--- src/hdl/grid_ray_caster_macros.svh ---
// Assertion helpers shared by the ray caster RTL.
`ifndef GRID_RAY_CASTER_MACROS_SVH
`define GRID_RAY_CASTER_MACROS_SVH

// Same-cycle implication.
`define GRC_ASSERT_IMP(lbl, ck, rn, ante, cons, msg) \
  lbl: assert property (@(posedge ck) disable iff (!rn) (ante) |-> (cons)) \
    else $error(msg);

// Next-cycle implication.
`define GRC_ASSERT_NXT(lbl, ck, rn, ante, cons, msg) \
  lbl: assert property (@(posedge ck) disable iff (!rn) (ante) |=> (cons)) \
    else $error(msg);

`endif

--- src/hdl/grc_pkg.sv ---
`timescale 1ns / 1ps

package grc_pkg;

  localparam int FRAC_BITS     = 16;
  localparam int MAP_AW        = 6;
  localparam int CELL_AW       = 2 * MAP_AW;
  localparam int CELLS         = 1 << CELL_AW;
  localparam int SCREEN_WIDTH  = 640;
  localparam int SCREEN_HEIGHT = 480;

  localparam int DIV_NW = 2 * FRAC_BITS + 1;
  localparam int DIV_DW = 22;
  localparam int DELTA_W = DIV_NW + 1;
  localparam int SD_W    = 42;
  localparam int CFG_DW  = 22;
  localparam int CFG_AW  = 3;

  // camera offset: (col << 17) / SCREEN_WIDTH as (col * CAM_RECIP) >> CAM_SHIFT
  localparam int CAM_SHIFT = 13;
  localparam int CAM_KW    = 21;
  localparam int CAM_PW    = 10 + CAM_KW;

  localparam logic [DELTA_W-1:0] DELTA_CAP = DELTA_W'(1) << (2 * FRAC_BITS + 1);
  localparam logic [DIV_NW-1:0]  DELTA_NUM = DIV_NW'(1) << (2 * FRAC_BITS);
  localparam logic [DIV_NW-1:0]  LH_NUM    = DIV_NW'(SCREEN_HEIGHT) << FRAC_BITS;
  localparam logic [CAM_KW-1:0]  CAM_RECIP =
    CAM_KW'(((64'd1 << (FRAC_BITS + 1 + CAM_SHIFT)) + SCREEN_WIDTH - 1) / SCREEN_WIDTH);
  localparam logic [21:0]        PERP_MAX  = 22'h3FFFFF;
  localparam logic [14:0]        LH_MAX    = 15'h7FFF;
  localparam logic signed [16:0] HALF_H    = 17'(SCREEN_HEIGHT / 2);
  localparam logic signed [16:0] ROW_LO    = -17'sd16384;
  localparam logic signed [16:0] ROW_HI    = 17'sd16383;
  localparam logic signed [18:0] CAM_ONE   = 19'sd65536;

  typedef enum logic [CFG_AW-1:0] {
    CFG_PLAYER_X  = 3'd0,
    CFG_PLAYER_Y  = 3'd1,
    CFG_VIEW_X    = 3'd2,
    CFG_VIEW_Y    = 3'd3,
    CFG_PLANE_X   = 3'd4,
    CFG_PLANE_Y   = 3'd5
  } cfg_idx_t;

  typedef enum logic [4:0] {
    OP_NOP,
    OP_CLR,
    OP_MAPWR,
    OP_LATCH,
    OP_CAM_GO,
    OP_CAM_SAVE,
    OP_DIR_MUL,
    OP_DIR_ADD,
    OP_DX_GO,
    OP_DX_SAVE,
    OP_DY_GO,
    OP_DY_SAVE,
    OP_SC_MUL,
    OP_SC_ADD,
    OP_STEP,
    OP_PERP,
    OP_TOT,
    OP_LH_GO,
    OP_LOAD_HIT,
    OP_LOAD_MISS
  } dp_op_t;

  typedef struct packed {
    dp_op_t op;
  } dp_cmd_t;

  typedef struct packed {
    logic div_done;
    logic clr_last;
    logic cell_out;
    logic cell_wall;
    logic out_free;
  } dp_sts_t;

  typedef struct packed {
    logic       opcode;
    logic [9:0] column;
    logic [5:0] cell_x;
    logic [5:0] cell_y;
    logic       cell_wall;
  } in_word_t;

  typedef struct packed {
    logic [9:0]  column_out;
    logic        wall_hit;
    logic        hit_side;
    logic [5:0]  hit_cell_x;
    logic [5:0]  hit_cell_y;
    logic [21:0] perp_distance;
    logic [15:0] wall_fraction;
    logic [14:0] line_height;
    logic [14:0] draw_start;
    logic [14:0] draw_end;
  } out_word_t;

endpackage

--- src/hdl/grc_ctrl.sv ---
`timescale 1ns / 1ps
`include "grid_ray_caster_macros.svh"

module grc_ctrl (
  input  logic              clk,
  input  logic              rst_n,
  input  logic              in_valid,
  input  logic              in_cast,
  output logic              in_ready,
  output grc_pkg::dp_cmd_t  cmd,
  input  grc_pkg::dp_sts_t  sts
);

  typedef enum logic [4:0] {
    ST_CLEAR,
    ST_IDLE,
    ST_CAM,
    ST_CAM_W,
    ST_DIR_MUL,
    ST_DIR_ADD,
    ST_DX,
    ST_DX_W,
    ST_DY,
    ST_DY_W,
    ST_SC_MUL,
    ST_SC_ADD,
    ST_STEP,
    ST_CHECK,
    ST_PERP,
    ST_TOT,
    ST_LH,
    ST_LH_W,
    ST_FIN,
    ST_MISS
  } state_t;

  state_t state_r, state_nxt;

  always_comb begin
    state_nxt = state_r;
    cmd.op    = grc_pkg::OP_NOP;
    case (state_r)
      ST_CLEAR: begin
        cmd.op = grc_pkg::OP_CLR;
        if (sts.clr_last) state_nxt = ST_IDLE;
      end
      ST_IDLE: begin
        if (in_valid) begin
          if (in_cast) begin
            cmd.op    = grc_pkg::OP_LATCH;
            state_nxt = ST_CAM;
          end else begin
            cmd.op = grc_pkg::OP_MAPWR;
          end
        end
      end
      ST_CAM: begin
        cmd.op    = grc_pkg::OP_CAM_GO;
        state_nxt = ST_CAM_W;
      end
      ST_CAM_W: begin
        cmd.op    = grc_pkg::OP_CAM_SAVE;
        state_nxt = ST_DIR_MUL;
      end
      ST_DIR_MUL: begin
        cmd.op    = grc_pkg::OP_DIR_MUL;
        state_nxt = ST_DIR_ADD;
      end
      ST_DIR_ADD: begin
        cmd.op    = grc_pkg::OP_DIR_ADD;
        state_nxt = ST_DX;
      end
      ST_DX: begin
        cmd.op    = grc_pkg::OP_DX_GO;
        state_nxt = ST_DX_W;
      end
      ST_DX_W: begin
        if (sts.div_done) begin
          cmd.op    = grc_pkg::OP_DX_SAVE;
          state_nxt = ST_DY;
        end
      end
      ST_DY: begin
        cmd.op    = grc_pkg::OP_DY_GO;
        state_nxt = ST_DY_W;
      end
      ST_DY_W: begin
        if (sts.div_done) begin
          cmd.op    = grc_pkg::OP_DY_SAVE;
          state_nxt = ST_SC_MUL;
        end
      end
      ST_SC_MUL: begin
        cmd.op    = grc_pkg::OP_SC_MUL;
        state_nxt = ST_SC_ADD;
      end
      ST_SC_ADD: begin
        cmd.op    = grc_pkg::OP_SC_ADD;
        state_nxt = ST_STEP;
      end
      ST_STEP: begin
        cmd.op    = grc_pkg::OP_STEP;
        state_nxt = ST_CHECK;
      end
      ST_CHECK: begin
        if (sts.cell_out)       state_nxt = ST_MISS;
        else if (sts.cell_wall) state_nxt = ST_PERP;
        else                    state_nxt = ST_STEP;
      end
      ST_PERP: begin
        cmd.op    = grc_pkg::OP_PERP;
        state_nxt = ST_TOT;
      end
      ST_TOT: begin
        cmd.op    = grc_pkg::OP_TOT;
        state_nxt = ST_LH;
      end
      ST_LH: begin
        cmd.op    = grc_pkg::OP_LH_GO;
        state_nxt = ST_LH_W;
      end
      ST_LH_W: begin
        if (sts.div_done) state_nxt = ST_FIN;
      end
      ST_FIN: begin
        if (sts.out_free) begin
          cmd.op    = grc_pkg::OP_LOAD_HIT;
          state_nxt = ST_IDLE;
        end
      end
      ST_MISS: begin
        if (sts.out_free) begin
          cmd.op    = grc_pkg::OP_LOAD_MISS;
          state_nxt = ST_IDLE;
        end
      end
      default: state_nxt = ST_IDLE;
    endcase
  end

  always_ff @(posedge clk) begin
    if (!rst_n) begin
      state_r <= ST_CLEAR;
    end else begin
      state_r <= state_nxt;
    end
  end

  assign in_ready = (state_r == ST_IDLE);

  `GRC_ASSERT_IMP(a_done_in_wait, clk, rst_n, sts.div_done, state_r == ST_DX_W || state_r == ST_DY_W || state_r == ST_LH_W, "divider finished outside a wait state")

endmodule

--- config.mk ---
export PLATFORM = sky130hd
export DESIGN_NAME = grc_ctrl
export DESIGN_NICKNAME = d
export VERILOG_FILES = /design/src/hdl/grc_pkg.sv /design/src/hdl/grc_ctrl.sv
export VERILOG_INCLUDE_DIRS = /design/src /design/src/hdl
export SDC_FILE = /design/constraint.sdc
export NUM_CORES = 1
export LEC_CHECK = 0
export BUFFER_PORTS_ARGS = -buffer_cell sky130_fd_sc_hd__buf_4
export CAP_MARGIN = 25
export CORE_AREA = 2 2 54 56
export DETAILED_ROUTE_END_ITERATION = 6
export DIE_AREA = 0 0 56 58
export HOLD_SLACK_MARGIN = 0.02
export MAX_ROUTING_LAYER = met4
export PLACE_DENSITY = 0.53
export SYNTH_ARGS = -nofsm -noshare
export SYNTH_HDL_FRONTEND = slang
export SYNTH_SLANG_ARGS = --single-unit
--- constraint.sdc ---
create_clock -name clk -period 1.8 [get_ports clk]
set_input_delay 0.18 -clock clk [delete_from_list [all_inputs] [get_ports clk]]
set_output_delay 0.18 -clock clk [all_outputs]
set_load 0.03 [all_outputs]
### After elaboration in Yosys (flattened, before gate mapping)

Cells that the tools add are included.
W data, S select, Z words.

| operators by class | value |
|---|---|
| bitwise operators | 0 |
| multiplexer cells | 17 |
| divide/modulo/power cells | 0 |
| shift operators | 0 |
| reductions and logical operators | 3 |
| eq/ne operators | 26 |
| order comparisons | 0 |
| add/sub/neg operators | 0 |
| multipliers | 0 |

Operators by type and width:

| kind | count |
|---|---|
| $pmux W5 S19 | 1 |
| $pmux W5 S18 | 1 |
| $mux W5 | 10 |
| $eq A5 B4 Y1 const B | 8 |
| $eq A5 B3 Y1 const B | 4 |
| $eq A5 B5 Y1 const B | 4 |
| $ne A2 B2 Y1 const B | 6 |
| $eq A5 B2 Y1 const B | 2 |
| $mux W4 | 2 |
| $reduce_and A7 Y1 | 1 |
| $eq A5 B1 Y1 const B | 1 |
| $logic_not A5 Y1 | 1 |
| $mux W2 | 2 |
| $ne A2 B1 Y1 const B | 1 |
| $reduce_or A2 Y1 | 1 |
| $mux W1 | 1 |

| word-level totals | value |
|---|---|
| bits in latches | 0 |
| word-level logic and storage cells | 47 |
| flip-flop bits (word level) | 5 |
| output and inout bits | 6 |
| bits in read-only memories | 0 |
| RAM bits | 0 |
| input port bits | 9 |
| memories | 0 |

### Longest topological paths before layout

| depth | value |
|---|---|
| word-level depth | 4 |
| mapped depth | 7 |
| mapped depth without buffers | 5 |

### Worst setup path after synthesis

OpenSTA, ideal clock, no wires.

| timing | value |
|---|---|
| kind | register -> output |
| start | register state_r[1] |
| end | output port cmd[0] in the netlist's numbering |
| slack | -80 ps |
| stages on the path, launching flop included | 7 |
| arrival time | 1,700 ps |
| cells stage by stage | dfxtp_1 > buf_4 > buf_2 > buf_2 > a21oi_1 > a31oi_1 > o32ai_1 |

RTL lines:

| what | RTL line | source |
|---|---|---|
| start: declaration | grc_ctrl.sv:37 | `state_t state_r, state_nxt;` |
| start signal: assignment | grc_ctrl.sv:145 | `state_r <= state_nxt;` |
| end: declaration | grc_ctrl.sv:10 | `output grc_pkg::dp_cmd_t cmd,` |

==> results_dict.tcl <==
set metrics [dict create \
    status "complete, no violations" \
    reg2reg_slack_ps 260 \
    holdWs_ps 222 \
    final_util_pct 31.8 \
    ys_types 39 \
    syn_avg_cell_area_um2 6.81 \
    detailedPlace.worstSlack_ps 166 \
    top_regs "state_r x5" \
    placed_area_um2 810 \
    cts_tree "done" \
    clock_sinks 5 \
    reg2regPathDepth 5 \
    async_flop_share_pct 0 \
    ys_seq_area_share_pct 15.5 \
    pin_count 15 \
    final_common_cell "buf_4" \
    final_cell_mix "20 x buf_4, 13 x a21oi_1, 12 x nor2_1, 9 x nand2_1, 4 x o21ai_1" \
    r2r_start "state_r[2]" \
    setup_ws_ps 88.9 \
    synthCells 95 \
    drv_cap 0 \
    overflow 0 \
    hp-class "in2reg" \
    stdcell_count 141 \
    grt_max_degree 17 \
    synth-seq-cells 5 \
    fin_skew_ps 2.92 \
    hold_viol 0 \
    p_per_area_mw_per_mm2 1590 \
    drt_wl_total_mm 1.72 \
    placed_cells 137 \
    grt_first_pass_wirelength_mm 3.19 \
    slowest_delay_ps 380 \
    clock_latency_ps 240 \
    worst_pin_slew_ps 317 \
    vias 728 \
    root_buffer "clkbuf_4" \
    cp_top_family "compound AO/OA/AOI/OAI gates" \
    drc 0 \
    numCtsBuffers 3 \
    grt_usage_pct 12.7 \
    n_antenna_cell 0 \
    finalMaxSlewViolations 0 \
    rsz0062_at_grt "false" \
    htree_levels 1 \
    power_leakage_nw 0.343 \
    vias_per_cell 5.16 \
    min_period_ps 1710 \
    crit_fanout 9 \
    area_delta_synth_final_pct 30.9 \
    arrival_ps 1530 \
    synth_edf_count 0 \
    drt_pass1_iterations 4 \
    wl_per_cell_um 12.2 \
    hold_start "rst_n" \
    r2r-end "state_r[4]" \
    dr.first_iter.drc_count 32 \
    fmax_mhz 584 \
    synth_area_um2 647 \
    irDropWorstVdd_mv 1.07 \
    critical_path.endpoint_type "output port" \
    antenna_found_initial 0 \
    dpl.hpwl_mm 1.32 \
    path_cells "inv_2 > nand3_1 > a21oi_1 > a31oi_1 > o32ai_2 > buf_4" \
    final_area_um2 847 \
    power.total_mw 1.35 \
    path_class "reg2out" \
    syn_nets 104 \
    die_w_um 56 \
    place.gp.congestion 0.866 \
    drive_gt1_share_pct 33.6 \
    start_util_pct 24.3 \
    largest_register "state_r" \
    die_height_um 58 \
    critPathBufInv 2 \
    start_kind "register" \
    cts.path.max_buffers 2 \
    min_to "state_r[4]" \
    critPathRequiredTime_ps 1620 \
    rows 19 \
    die-area_mm2 0.00325 \
    path_clk_slew_ps 40 \
    min_period_over_period_pct 95.1 \
    synth_warnings 0 \
    io_buffer_count 14 \
    synth_flop_cell "dfxtp_1" \
    setup_viol 0 \
    cp.depth 6 \
    antenna_left 0 \
    core_mm2 0.00266 \
    tns_ps 0 \
    grt_pass1_vias 711 \
    slowest_stage "dfxtp_1" \
    slew_headroom_pct 78.3 \
    fin_nets 120 \
    min_path_cells 3 \
    largest_reg_flops 5 \
]
==> worst reg2reg max path, stage by stage, from the launching register on <==
cell and delay [ps]:
dfxtp_1 370, buf_12 180, nor3_2 250, or4b_1 460
o311ai_1 100, a21oi_1 60
==> area by class of cell <==
type / count / area, um^2
fillers: 307 / 1820
inverters: 3 / 11.3
multi-input cells: 77 / 494
repair buffers: 21 / 170
flip-flops and latches: 5 / 106
well taps: 31 / 38.8
clock buffers: 4 / 26.3
==> per-layer routing <==
layer  vias to the layer above  wire (um)  track usage (%)
li1                        378          -                -
met1                       327        828             17.5
met2                        19        790             18.8
met3                         4         60            0.893
met4                         0         36             6.12
met5                         -          0                -
==> cells by family (layout without fill, tap and decap cells) <==
kind of cell	after synthesis	count (layout)	share of synthesized area, %
and+or+nand+nor	39	39	33.3
muxes	1	1	1.55
buffers and inverters	13	28	10.8
DFF	5	5	15.5
xor gates and xnor gates	1	1	1.35
AOI/OAI and AO/OA	36	36	37.5
==> repair_timing <==
action	CTS	global route
resized for setup	1	4
pin swaps	0	0
setup buffers	0	0
endpoints found under the hold margin	0	0
endpoints found under the setup margin	2	3
hold buffers	0	0
==> how the worst max path moves through the flow <==
stage | startpoint | endpoint | slack [ps]
global placement | state_r[3] | state_r[3] | 210
finish | state_r[4] | cmd[0] | 90
CTS | state_r[1] | cmd[0] | 20
detailed placement | state_r[3] | state_r[3] | 170
global route | state_r[4] | cmd[0] | 6
floorplan | state_r[3] | cmd[1] | 130
==> synth_stat cells (all sizes together), types with 2 or more instances <==
master  count  area (um^2)
inv         3         11.3
buf         8         51.3
nor2       12         45.0
o21ai       6         30.0
nand3       3         15.0
a211oi      2         15.0
nand2       9         33.8
a31oi       2         12.5
and3        3         18.8
nor3        2         20.0
a21oi      13         65.1
o21a        2         15.0
clkbuf      2         7.51
dfxtp       5          100
nor3b       2         20.0
nand2b      2         12.5
nor2b       2         12.5
==> power by group <==
| part | internal (mW) | leakage [nW] | switching (mW) |
|---|---|---|---|
| Sequential | 0.151 | 0.0424 | 0.0827 |
| Combinational | 0.424 | 0.285 | 0.562 |
| Clock | 0.0838 | 0.0150 | 0.0460 |
(Power assumes the default switching activity.)
